### src/irbd_pkg.sv
// Shared types, widths, request codes and helpers of the IR blockage detector.
// Used by irbd_chan_mem, irbd_divider and ir_blockage_detector; no dependencies.
package irbd_pkg;

  localparam int CHANNELS_DEF = 12;
  localparam int CH_IDX_W     = 4;
  localparam int SMP_W        = 8;
  localparam int REQ_W        = 2;
  localparam int KIND_W       = 2;
  localparam int PCT_W        = 7;
  localparam int SUM_W        = 12;
  localparam int PROD_W       = SUM_W + PCT_W;
  localparam int DIV_W        = 32;
  localparam int DIV_CNT_W    = 6;
  localparam int CREDIT_W     = 8;
  localparam int LIMIT_W      = 7;
  localparam int CFG_IDX_W    = 1;
  localparam int CFG_DATA_W   = 8;

  localparam logic [SMP_W-1:0]    SMP_MAX        = 8'hFF;
  localparam logic [PCT_W-1:0]    PCT_MAX        = 7'd100;
  localparam logic [SMP_W-1:0]    MARGIN_RST     = 8'd5;
  localparam logic [LIMIT_W-1:0]  LIMIT_RST      = 7'd64;
  localparam logic [CREDIT_W-1:0] CREDIT_STEP    = 8'd2;
  localparam logic [DIV_CNT_W-1:0] FRAME_STEPS   = DIV_CNT_W'(PROD_W);
  localparam logic [DIV_CNT_W-1:0] AVG_STEPS     = DIV_CNT_W'(DIV_W);

  typedef enum logic [REQ_W-1:0] {
    REQ_SAMPLE   = 2'd0,
    REQ_TICK     = 2'd1,
    REQ_READ_MAX = 2'd2,
    REQ_READ_AVG = 2'd3
  } req_t;

  typedef enum logic [KIND_W-1:0] {
    KIND_FRAME = 2'd0,
    KIND_MAX   = 2'd1,
    KIND_AVG   = 2'd2
  } kind_t;

  typedef enum logic [CFG_IDX_W-1:0] {
    CFG_DETECT_MARGIN = 1'd0,
    CFG_BUDGET_LIMIT  = 1'd1
  } cfg_reg_t;

  // Request to the channel store: one read port, one write port per array
  typedef struct packed {
    logic                rd_en;
    logic [CH_IDX_W-1:0] rd_addr;
    logic                last_we;
    logic [CH_IDX_W-1:0] last_addr;
    logic [SMP_W-1:0]    last_data;
    logic                min_we;
    logic [CH_IDX_W-1:0] min_addr;
    logic [SMP_W-1:0]    min_data;
  } mem_req_t;

  typedef struct packed {
    logic [SMP_W-1:0] last;
    logic [SMP_W-1:0] min;
  } mem_rsp_t;

  // Saturate a quotient to the percent range
  function automatic logic [PCT_W-1:0] sat_pct(input logic [DIV_W-1:0] q);
    logic [PCT_W-1:0] r;
    if (q > DIV_W'(PCT_MAX)) r = PCT_MAX;
    else                     r = q[PCT_W-1:0];
    return r;
  endfunction

endpackage

### src/irbd_chan_mem.sv
// Per-channel last-sample and minimum stores, synchronous registered read.
// Valid bits give the reset contents (last 0, minimum 255). Depends on irbd_pkg.
module irbd_chan_mem #(
  parameter int CHANNELS = irbd_pkg::CHANNELS_DEF
) (
  input  logic               clk,
  input  logic               rst_n,
  input  irbd_pkg::mem_req_t req,
  output irbd_pkg::mem_rsp_t rsp
);
  import irbd_pkg::*;

  localparam int AW = (CHANNELS > 1) ? $clog2(CHANNELS) : 1;

  logic [SMP_W-1:0]    last_mem [CHANNELS];
  logic [SMP_W-1:0]    min_mem  [CHANNELS];
  logic [CHANNELS-1:0] last_vld_r;
  logic [CHANNELS-1:0] min_vld_r;
  logic [SMP_W-1:0]    last_q_r;
  logic [SMP_W-1:0]    min_q_r;
  logic                last_qv_r;
  logic                min_qv_r;

  always_ff @(posedge clk) begin
    if (req.last_we) begin
      last_mem[req.last_addr[AW-1:0]] <= req.last_data;
    end
    if (req.min_we) begin
      min_mem[req.min_addr[AW-1:0]] <= req.min_data;
    end
    if (req.rd_en) begin
      last_q_r <= last_mem[req.rd_addr[AW-1:0]];
      min_q_r  <= min_mem[req.rd_addr[AW-1:0]];
    end
  end

  always_ff @(posedge clk) begin
    if (!rst_n) begin
      last_vld_r <= '0;
      min_vld_r  <= '0;
      last_qv_r  <= 1'b0;
      min_qv_r   <= 1'b0;
    end else begin
      if (req.last_we) last_vld_r[req.last_addr[AW-1:0]] <= 1'b1;
      if (req.min_we)  min_vld_r[req.min_addr[AW-1:0]]   <= 1'b1;
      if (req.rd_en) begin
        last_qv_r <= last_vld_r[req.rd_addr[AW-1:0]];
        min_qv_r  <= min_vld_r[req.rd_addr[AW-1:0]];
      end
    end
  end

  // An entry never written reads as its reset value
  assign rsp.last = last_qv_r ? last_q_r : '0;
  assign rsp.min  = min_qv_r  ? min_q_r  : SMP_MAX;

endmodule

### src/irbd_divider.sv
// Restoring divider, one quotient bit per cycle, step count chosen per request.
// The dividend is aligned to the top; done pulses with the quotient. Depends on irbd_pkg.
module irbd_divider (
  input  logic                           clk,
  input  logic                           rst_n,
  input  logic                           start,
  input  logic [irbd_pkg::DIV_W-1:0]     dividend,
  input  logic [irbd_pkg::DIV_W-1:0]     divisor,
  input  logic [irbd_pkg::DIV_CNT_W-1:0] steps,
  output logic                           done,
  output logic [irbd_pkg::DIV_W-1:0]     quotient
);
  import irbd_pkg::*;

  logic                 busy_r;
  logic                 done_r;
  logic [DIV_CNT_W-1:0] cnt_r;
  logic [DIV_W-1:0]     rem_r;
  logic [DIV_W-1:0]     dvd_r;
  logic [DIV_W-1:0]     dvs_r;
  logic [DIV_W-1:0]     quo_r;
  logic [DIV_W:0]       rem_sh;
  logic [DIV_W:0]       diff;
  logic                 ge;

  assign rem_sh = {rem_r, dvd_r[DIV_W-1]};
  assign diff   = rem_sh - {1'b0, dvs_r};
  assign ge     = rem_sh >= {1'b0, dvs_r};

  always_ff @(posedge clk) begin
    if (!rst_n) begin
      busy_r <= 1'b0;
      done_r <= 1'b0;
      cnt_r  <= '0;
    end else begin
      done_r <= 1'b0;
      if (start) begin
        busy_r <= 1'b1;
        cnt_r  <= steps;
      end else if (busy_r) begin
        cnt_r <= cnt_r - 1'b1;
        if (cnt_r == DIV_CNT_W'(1)) begin
          busy_r <= 1'b0;
          done_r <= 1'b1;
        end
      end
    end
  end

  always_ff @(posedge clk) begin
    if (start) begin
      rem_r <= '0;
      dvd_r <= dividend;
      dvs_r <= divisor;
      quo_r <= '0;
    end else if (busy_r) begin
      rem_r <= ge ? diff[DIV_W-1:0] : rem_sh[DIV_W-1:0];
      dvd_r <= {dvd_r[DIV_W-2:0], 1'b0};
      quo_r <= {quo_r[DIV_W-2:0], ge};
    end
  end

  assign done     = done_r;
  assign quotient = quo_r;

endmodule

### src/ir_blockage_detector.sv
// Top level of the IR blockage detector: request sequencer, frame statistics, result register.
// Instantiates irbd_chan_mem and irbd_divider; depends on irbd_pkg.
//
//  channel | direction | payload                                   | handshake
//  in_     | slave     | tuser: req_type[1:0]; tdata: sample[7:0]  | tvalid/tready
//  out_    | master    | tuser: result_kind[1:0]; tdata: pct[6:0]  | tvalid/tready
//  cfg_    | slave     | index: register; data: value              | valid/ready
//
// Mid-frame sample: stored with no walk. Read max: goes straight to push. Read average: runs
// the 32-step serial divider when frames were counted. Last sample of a frame: a store walk
// over all channels (one read, one write-back per channel) plus 19 divider steps, then push.
// Correction tick: credit top-up, plus a store walk when the credit is positive.
// Reset is synchronous, active low; no clearing pass (valid bits give the store reset values).
// One request at a time; a result waits in the output register, the next request is held off
// only until a new result must take its place.
module ir_blockage_detector #(
  parameter int CHANNELS = irbd_pkg::CHANNELS_DEF
) (
  input  logic                            clk,
  input  logic                            rst_n,
  input  logic                            in_tvalid,
  output logic                            in_tready,
  input  logic [irbd_pkg::REQ_W-1:0]      in_tuser,   // [1:0] req_type
  input  logic [irbd_pkg::SMP_W-1:0]      in_tdata,   // [7:0] sample_value
  output logic                            out_tvalid,
  input  logic                            out_tready,
  output logic [irbd_pkg::KIND_W-1:0]     out_tuser,  // [1:0] result_kind
  output logic [7:0]                      out_tdata,  // [6:0] percent_value, [7] zero
  input  logic                            cfg_valid,
  output logic                            cfg_ready,
  input  logic [irbd_pkg::CFG_IDX_W-1:0]  cfg_index,
  input  logic [irbd_pkg::CFG_DATA_W-1:0] cfg_data
);
  import irbd_pkg::*;

  localparam logic [CH_IDX_W-1:0] CH_LAST = CH_IDX_W'(CHANNELS - 1);

  typedef enum logic [2:0] {
    S_IDLE,
    S_RD,
    S_UPD,
    S_DIV_GO,
    S_FRAME_DIV,
    S_FRAME_END,
    S_AVG_DIV,
    S_PUSH
  } state_t;

  state_t               state_r;
  logic [SMP_W-1:0]     margin_r;
  logic [LIMIT_W-1:0]   limit_r;
  logic [CH_IDX_W-1:0]  ch_idx_r;
  logic [CH_IDX_W-1:0]  walk_idx_r;
  logic                 walk_frame_r;
  logic [SUM_W-1:0]     excess_r;
  logic [SUM_W-1:0]     headroom_r;
  logic [PCT_W-1:0]     pct_max_r;
  logic [DIV_W-1:0]     pct_total_r;
  logic [DIV_W-1:0]     frame_cnt_r;
  logic [CREDIT_W-1:0]  credit_r;
  kind_t                res_kind_r;
  logic [PCT_W-1:0]     res_pct_r;
  logic                 out_valid_r;
  kind_t                out_kind_r;
  logic [PCT_W-1:0]     out_pct_r;

  mem_req_t             mreq;
  mem_rsp_t             mrsp;
  logic                 div_start;
  logic [DIV_W-1:0]     div_dvd;
  logic [DIV_W-1:0]     div_dvs;
  logic [DIV_CNT_W-1:0] div_steps;
  logic                 div_done;
  logic [DIV_W-1:0]     div_quo;

  logic                 in_acc;
  req_t                 req;
  logic [CH_IDX_W-1:0]  ch_cur;
  logic [CREDIT_W-1:0]  credit_add;
  logic                 credit_pos;
  logic [SMP_W-1:0]     min_new;
  logic [SMP_W:0]       thr_sum;
  logic [SMP_W-1:0]     thr;
  logic [SUM_W-1:0]     headroom_inc;
  logic [SUM_W-1:0]     excess_inc;
  logic                 tick_raise;
  logic [PROD_W-1:0]    prod;
  logic                 out_free;

  assign req       = req_t'(in_tuser);
  assign in_tready = (state_r == S_IDLE);
  assign in_acc    = in_tvalid && in_tready;
  assign cfg_ready = 1'b1;
  assign out_free  = !out_valid_r || out_tready;

  assign ch_cur = (int'(ch_idx_r) >= CHANNELS) ? '0 : ch_idx_r;

  // Credit after the optional top-up, compared as signed against the budget
  assign credit_add = ($signed(credit_r) < $signed({1'b0, limit_r})) ?
                      credit_r + CREDIT_STEP : credit_r;
  assign credit_pos = !credit_add[CREDIT_W-1] && (credit_add != '0);

  // Frame walk arithmetic on the entry just read
  assign min_new      = (mrsp.last < mrsp.min) ? mrsp.last : mrsp.min;
  assign thr_sum      = {1'b0, min_new} + {1'b0, margin_r};
  assign thr          = thr_sum[SMP_W] ? SMP_MAX : thr_sum[SMP_W-1:0];
  assign headroom_inc = SUM_W'(SMP_MAX - thr);
  assign excess_inc   = (mrsp.last > thr) ? SUM_W'(mrsp.last - thr) : '0;
  assign tick_raise   = mrsp.last > mrsp.min;

  assign prod = PROD_W'(excess_r) * PROD_W'(PCT_MAX);

  always_comb begin
    mreq           = '0;
    mreq.last_addr = ch_cur;
    mreq.last_data = in_tdata;
    mreq.last_we   = in_acc && (req == REQ_SAMPLE);
    mreq.rd_en     = (state_r == S_RD);
    mreq.rd_addr   = walk_idx_r;
    mreq.min_addr  = walk_idx_r;
    if (state_r == S_UPD) begin
      if (walk_frame_r) begin
        mreq.min_we   = 1'b1;
        mreq.min_data = min_new;
      end else begin
        mreq.min_we   = tick_raise;
        mreq.min_data = mrsp.min + 1'b1;
      end
    end
  end

  always_comb begin
    div_start = 1'b0;
    div_dvd   = pct_total_r;
    div_dvs   = frame_cnt_r;
    div_steps = AVG_STEPS;
    if (in_acc && (req == REQ_READ_AVG) && (frame_cnt_r != '0)) begin
      div_start = 1'b1;
    end else if ((state_r == S_DIV_GO) && (headroom_r != '0)) begin
      div_start = 1'b1;
      div_dvd   = {prod, {(DIV_W-PROD_W){1'b0}}};
      div_dvs   = DIV_W'(headroom_r);
      div_steps = FRAME_STEPS;
    end
  end

  irbd_chan_mem #(
    .CHANNELS(CHANNELS)
  ) u_mem (
    .clk   (clk),
    .rst_n (rst_n),
    .req   (mreq),
    .rsp   (mrsp)
  );

  irbd_divider u_div (
    .clk      (clk),
    .rst_n    (rst_n),
    .start    (div_start),
    .dividend (div_dvd),
    .divisor  (div_dvs),
    .steps    (div_steps),
    .done     (div_done),
    .quotient (div_quo)
  );

  always_ff @(posedge clk) begin
    if (!rst_n) begin
      state_r      <= S_IDLE;
      margin_r     <= MARGIN_RST;
      limit_r      <= LIMIT_RST;
      ch_idx_r     <= '0;
      walk_idx_r   <= '0;
      walk_frame_r <= 1'b0;
      excess_r     <= '0;
      headroom_r   <= '0;
      pct_max_r    <= '0;
      pct_total_r  <= '0;
      frame_cnt_r  <= '0;
      credit_r     <= '0;
      res_kind_r   <= KIND_FRAME;
      res_pct_r    <= '0;
      out_valid_r  <= 1'b0;
      out_kind_r   <= KIND_FRAME;
      out_pct_r    <= '0;
    end else begin
      // drop a taken result; the push state sets the flag itself
      if (out_valid_r && out_tready && (state_r != S_PUSH)) out_valid_r <= 1'b0;

      if (cfg_valid) begin
        unique case (cfg_reg_t'(cfg_index))
          CFG_DETECT_MARGIN: margin_r <= cfg_data;
          CFG_BUDGET_LIMIT:  limit_r  <= cfg_data[LIMIT_W-1:0];
          default: ;
        endcase
      end

      unique case (state_r)
        S_IDLE: begin
          if (in_acc) begin
            unique case (req)
              REQ_SAMPLE: begin
                if (ch_cur == CH_LAST) begin
                  ch_idx_r     <= '0;
                  walk_idx_r   <= '0;
                  walk_frame_r <= 1'b1;
                  excess_r     <= '0;
                  headroom_r   <= '0;
                  state_r      <= S_RD;
                end else begin
                  ch_idx_r <= ch_cur + 1'b1;
                end
              end
              REQ_TICK: begin
                credit_r <= credit_add;
                if (credit_pos) begin
                  walk_idx_r   <= '0;
                  walk_frame_r <= 1'b0;
                  state_r      <= S_RD;
                end
              end
              REQ_READ_MAX: begin
                res_kind_r <= KIND_MAX;
                res_pct_r  <= pct_max_r;
                pct_max_r  <= '0;
                state_r    <= S_PUSH;
              end
              REQ_READ_AVG: begin
                res_kind_r  <= KIND_AVG;
                res_pct_r   <= '0;
                pct_total_r <= '0;
                frame_cnt_r <= '0;
                state_r     <= (frame_cnt_r != '0) ? S_AVG_DIV : S_PUSH;
              end
              default: ;
            endcase
          end
        end
        S_RD: begin
          state_r <= S_UPD;
        end
        S_UPD: begin
          if (walk_frame_r) begin
            excess_r   <= excess_r + excess_inc;
            headroom_r <= headroom_r + headroom_inc;
          end else if (tick_raise) begin
            credit_r <= credit_r - 1'b1;
          end
          if (walk_idx_r == CH_LAST) begin
            state_r <= walk_frame_r ? S_DIV_GO : S_IDLE;
          end else begin
            walk_idx_r <= walk_idx_r + 1'b1;
            state_r    <= S_RD;
          end
        end
        S_DIV_GO: begin
          res_kind_r <= KIND_FRAME;
          res_pct_r  <= '0;
          state_r    <= (headroom_r != '0) ? S_FRAME_DIV : S_FRAME_END;
        end
        S_FRAME_DIV: begin
          if (div_done) begin
            res_pct_r <= sat_pct(div_quo);
            state_r   <= S_FRAME_END;
          end
        end
        S_FRAME_END: begin
          if (res_pct_r > pct_max_r) pct_max_r <= res_pct_r;
          pct_total_r <= pct_total_r + DIV_W'(res_pct_r);
          frame_cnt_r <= frame_cnt_r + 1'b1;
          state_r     <= S_PUSH;
        end
        S_AVG_DIV: begin
          if (div_done) begin
            res_pct_r <= sat_pct(div_quo);
            state_r   <= S_PUSH;
          end
        end
        S_PUSH: begin
          // hold until the output register can take the result
          if (out_free) begin
            out_valid_r <= 1'b1;
            out_kind_r  <= res_kind_r;
            out_pct_r   <= res_pct_r;
            state_r     <= S_IDLE;
          end
        end
        default: state_r <= S_IDLE;
      endcase
    end
  end

  assign out_tvalid = out_valid_r;
  assign out_tuser  = out_kind_r;
  assign out_tdata  = {1'b0, out_pct_r};

`ifndef SYNTHESIS
  a_pct_range: assert property (@(posedge clk) disable iff (!rst_n)
    out_tvalid |-> (out_tdata[PCT_W-1:0] <= PCT_MAX))
    else $error("result percentage above 100");

  a_kind_legal: assert property (@(posedge clk) disable iff (!rst_n)
    out_tvalid |-> (out_tuser == KIND_FRAME || out_tuser == KIND_MAX || out_tuser == KIND_AVG))
    else $error("result kind out of range");

  a_walk_idx: assert property (@(posedge clk) disable iff (!rst_n)
    (state_r == S_RD || state_r == S_UPD) |-> (walk_idx_r <= CH_LAST))
    else $error("store walk beyond last channel");

  a_no_mem_clash: assert property (@(posedge clk) disable iff (!rst_n)
    mreq.rd_en |-> !mreq.min_we && !mreq.last_we)
    else $error("store read overlaps a write");

  a_out_hold: assert property (@(posedge clk) disable iff (!rst_n)
    (out_tvalid && !out_tready) |=> (out_tvalid && $stable(out_tdata) && $stable(out_tuser)))
    else $error("pending result changed before it was taken");
`endif

endmodule
### config.mk
export PLATFORM = sky130hd
export DESIGN_NAME = ir_blockage_detector
export DESIGN_NICKNAME = d
export VERILOG_FILES = /design/src/irbd_pkg.sv /design/src/irbd_chan_mem.sv /design/src/irbd_divider.sv /design/src/ir_blockage_detector.sv
export SDC_FILE = /design/constraint.sdc
export NUM_CORES = 1
export LEC_CHECK = 0
export BUFFER_PORTS_ARGS = -buffer_cell sky130_fd_sc_hd__buf_2
export CAP_MARGIN = 20
export CORE_AREA = 2 2 465 236
export DETAILED_ROUTE_END_ITERATION = 10
export DIE_AREA = 0 0 467 238
export GPL_TIMING_DRIVEN = 0
export PLACE_DENSITY = 0.39
export SETUP_SLACK_MARGIN = 0.5
export SLEW_MARGIN = 20
export SYNTH_ARGS = -nofsm -noshare
export SYNTH_HDL_FRONTEND = slang
export SYNTH_SLANG_ARGS = --single-unit
### constraint.sdc
create_clock -name clk -period 11.1 [get_ports clk]
set_clock_uncertainty 0.15 [all_clocks]
set_input_delay 0.555 -clock clk [delete_from_list [all_inputs] [get_ports clk]]
set_output_delay 0.555 -clock clk [all_outputs]
set_load 0.02 [all_outputs]
==> summary.md <==
| Metric | Value |
|---|---|
| Slew Limit Fails | `0` |
| Clk slew on worst S/H paths | `0.07 ns` |
| Final hold violations | `0` |
| Mapped Nets | `2,755` |
| Antenna violations before repair | `3` |
| RSZ-0062 raised after global routing | `no` |
| # setup viols final | `0` |
| Max Clock Freq | `0.103 GHz` |
| Die area | `0.111 mm²` |
| Largest net degree at the start of global routing | `29` |
| Fin crit period | `9.70 ns` |
| Syn Inst Count | `2,561` |
| DIE WIDTH | `467 µm` |
| CTS root buf | `clkbuf_16` |
| Post-Syn Area | `0.0266 mm²` |
| Post-DP HPWL | `66.6 mm` |
| Mean Syn Cell Area | `10.4 µm²` |
| Leakage dissipation | `11.2 nW` |
| Status | `finished clean` |
| Final ANT Viol Nets | `0` |
| IO Pins | `37` |
| Global-route wire length before repair | `126 mm` |
| # fillers | `11,175` |
| Worst EP required | `11.44 ns` |
| Slowest stage cell, crit path | `and2_1` |
| Register area share after synthesis | `49.3%` |
| Routed len/inst | `20.6 µm` |
| Fin cells | `4,128` |
| Final Wtd Congestion | `0.852` |
| CTS Buffer Depth | `3` |
| Later-pin clock latency in the skew report | `0.63 ns` |
| Sw power | `2.02 mW` |
| Cts-stage hold buffer count | `0` |
| DRC | `0` |
| Fraction of registers with async set or reset after synthesis | `0%` |
| Commonest cells after routing, fill and taps aside | `nand2_1, edfxtp_1, dfxtp_1, nor2_1, ha_1` |
| Yosys cell types | `86` |
| Grt ovf | `0` |
| # nets final | `2,843` |
| Area contributors post-synth | `edfxtp_1, dfxtp_1, ha_1` |
| Gr usage total | `15.2%` |
| Clock network fraction of design power | `31.5%` |
| Critical path type | `reg -> reg` |
| Leading area contributor after synthesis | `edfxtp_1` |
| Layout cells sized above 1 | `8.18%` |
| Via-to-Cell Ratio | `4.81` |
| # Max-Cap Violations | `0` |
| Top_reg_cell synth | `edfxtp_1` |
| Logic pwr share | `27.8%` |
| WP data arrival | `10.03 ns` |
| Least-Margin Pin Slew | `1.21 ns` |
| Dpl cells | `4,030` |
| Main combinational cell family by area after synthesis | `simple AND/OR/NAND/NOR gates` |
| Share of the synthesized area in the top cell type | `30.7%` |
| Worst hold path class | `in -> reg` |
| Internal power | `3.82 mW` |
| Setup TNS | `0 ns` |
| Worst vdd ir | `0.000121 V` |
| Area delta synth->final | `14.2%` |
| Site row count | `85` |
| Yosys reg bits | `519` |
| Total number of vias | `19,871` |
| Crit start category | `register` |
| Drt pass-1 iters | `7` |
| Post-synth EDFFs | `272` |
| Cell mode on critical path | `a21oi_1` |
| Setup crit end kind | `register` |
| Max-slew headroom at the worst pin | `19.6%` |
| DRT iter0 DRCs | `1,897` |
| Adder-cell area share of the yosys netlist | `8.37%` |
| Worst-path maximum fanout | `10` |
| Clock sinks | `519` |
| Compound-gate portion of the synthesized area | `11.8%` |
| Part of the power in registers | `40.7%` |
| Slowest stage delay, CP | `0.45 ns` |
| Worst slack on hold paths | `0.0515 ns` |
| CTS buffer count | `51` |
| Die Y | `238 µm` |
| H-tree depth | `2` |
| Post-synthesis mux area share | `7.03%` |
| Yosys synthesis warning count | `0` |
| Post-Route Utilization | `28.4%` |
| CTS tree | `yes` |
| Switch share | `34.6%` |
| Initial Utilization | `24.9%` |
| Vias in the first global route | `18,825` |
| Floorplan core area | `0.107 mm²` |
| Wirelength, routed | `85.1 mm` |
| Simple-Gate Fraction of Synth Area | `15.5%` |
| Leading cell type in the layout, fill and taps excluded | `nand2_1` |
| Fin crit share | `87.4%` |
| Xor-xnor portion of the synthesized cell area | `4.12%` |
| PD cells | `192 mW/mm²` |
| Count of input and output buffers | `30` |
## worst max-delay path: cells and delay by family, from the launching register on
family,cells,cell delay [ns]
buffers and inverters,4,0.92
adder cells (fa/ha/maj),5,1.68
flip-flops,1,0.31
XOR/XNOR,1,0.14
AO/OA/AOI/OAI,23,4.89
AND/OR/NAND/NOR,7,1.46
## logic make-up after synthesis
family	Yosys count
AOI/OAI and AO/OA	502
xor gates and xnor gates	125
adders and majority gates	170
buffers and inverters	263
DFF	519
muxes	119
other	2
and+or+nand+nor	861
## power groups by stage
stage / logic [mW] / registers (mW) / clock network, mW
6_report: 1.62 / 2.38 / 1.84
3_3_place_gp: 1.56 / 2.41 / 0
5_1_grt: 1.81 / 2.40 / 1.96
2_1_floorplan: 1.15 / 2.34 / 0
4_1_cts: 1.60 / 2.37 / 1.89
3_5_place_dp: 1.59 / 2.41 / 0
## synth_stat cells, types with 4 or more instances
library cell  instances
clkbuf_1            100
o21ai_0             120
a22oi_1              28
xor2_1               58
and4_1                5
or4_1                 4
fa_1                 13
a31oi_1              33
nor3b_1               9
and3_1               32
mux2i_1              64
o21a_1               35
nand2_1             279
a21o_1               32
nor2_1              242
nor4_1               24
o211ai_1              4
or3_1                18
or2_2                 7
ha_1                157
xnor2_1              67
nand3_1              62
a211o_1               4
o22ai_1               7
nor4b_1               4
o21bai_1             17
inv_1               139
nor3_1               43
o31ai_1               5
mux4_2               54
edfxtp_1            272
buf_1                 6
nand4_1              28
nor2b_1              29
dfxtp_1             247
inv_2                 4
nand2b_1             10
buf_2                10
a311oi_1             15
a211oi_1             21
a21oi_1             143
nand3b_1              8
and2_1               40
## worst paths after layout
path | startpoint | end | slack (ns) | cells past startpoint
worst max-delay path | u_mem.last_qv_r | excess_r[10] | 1.40 | 40
worst min-delay path | cfg_data[2] | margin_r[2] | 0.05 | 3
worst max register to register | u_mem.last_qv_r | excess_r[10] | 1.40 | 40
worst min register to register | res_kind_r[0] | res_kind_r[0] | 0.31 | 2
## sequential cells by signal (all words and copies together), names as in the netlist, 8 cells and up
name,flops
credit_r,8
excess_r,12
frame_cnt_r,32
headroom_r,12
margin_r,8
pct_total_r,32
u_div.dvd_r,32
u_div.dvs_r,32
u_div.quotient,32
u_div.rem_r,32
u_mem.last_mem,96
u_mem.last_q_r,8
u_mem.last_vld_r,12
u_mem.min_mem,96
u_mem.min_q_r,8
u_mem.min_vld_r,12
## metal layers
metal  global-route usage [%]  vias to the layer above  wire length, µm
li1                         -                     9396                -
met1                     27.4                     9865            51300
met2                     16.6                      537            26800
met3                     3.29                       73             5900
met4                     2.69                        0             1140
met5                        0                        -                0
## per-stage QoR
step	setup slack, ns	power, mW	instance area (µm²)
after floorplan	3.35	3.49	26600
after global placement	1.49	3.97	28500
after detailed placement	1.45	4.01	28600
after CTS	1.38	5.86	30300
after global routing	0.656	6.17	30300
final	1.40	5.83	30400
## area by class of cell
type	count	area (µm²)	area share, %
timing repair buffer	35	239	0.787
sequential	519	13100	43.2
tap	1435	1800	5.92
clock inverter	28	275	0.907
antenna	2	5.00	0.0165
clock buffer	67	1430	4.71
buffer	119	479	1.58
multi-input combinational	1779	12500	41.1
inverter	144	541	1.78
## what timing repair did
action / CTS / global route
buffers inserted: 0 / 0
setup endpoints to repair: 0 / 2
gates resized for setup: 0 / 1
No activity file was read; power rests on OpenSTA's default activity.
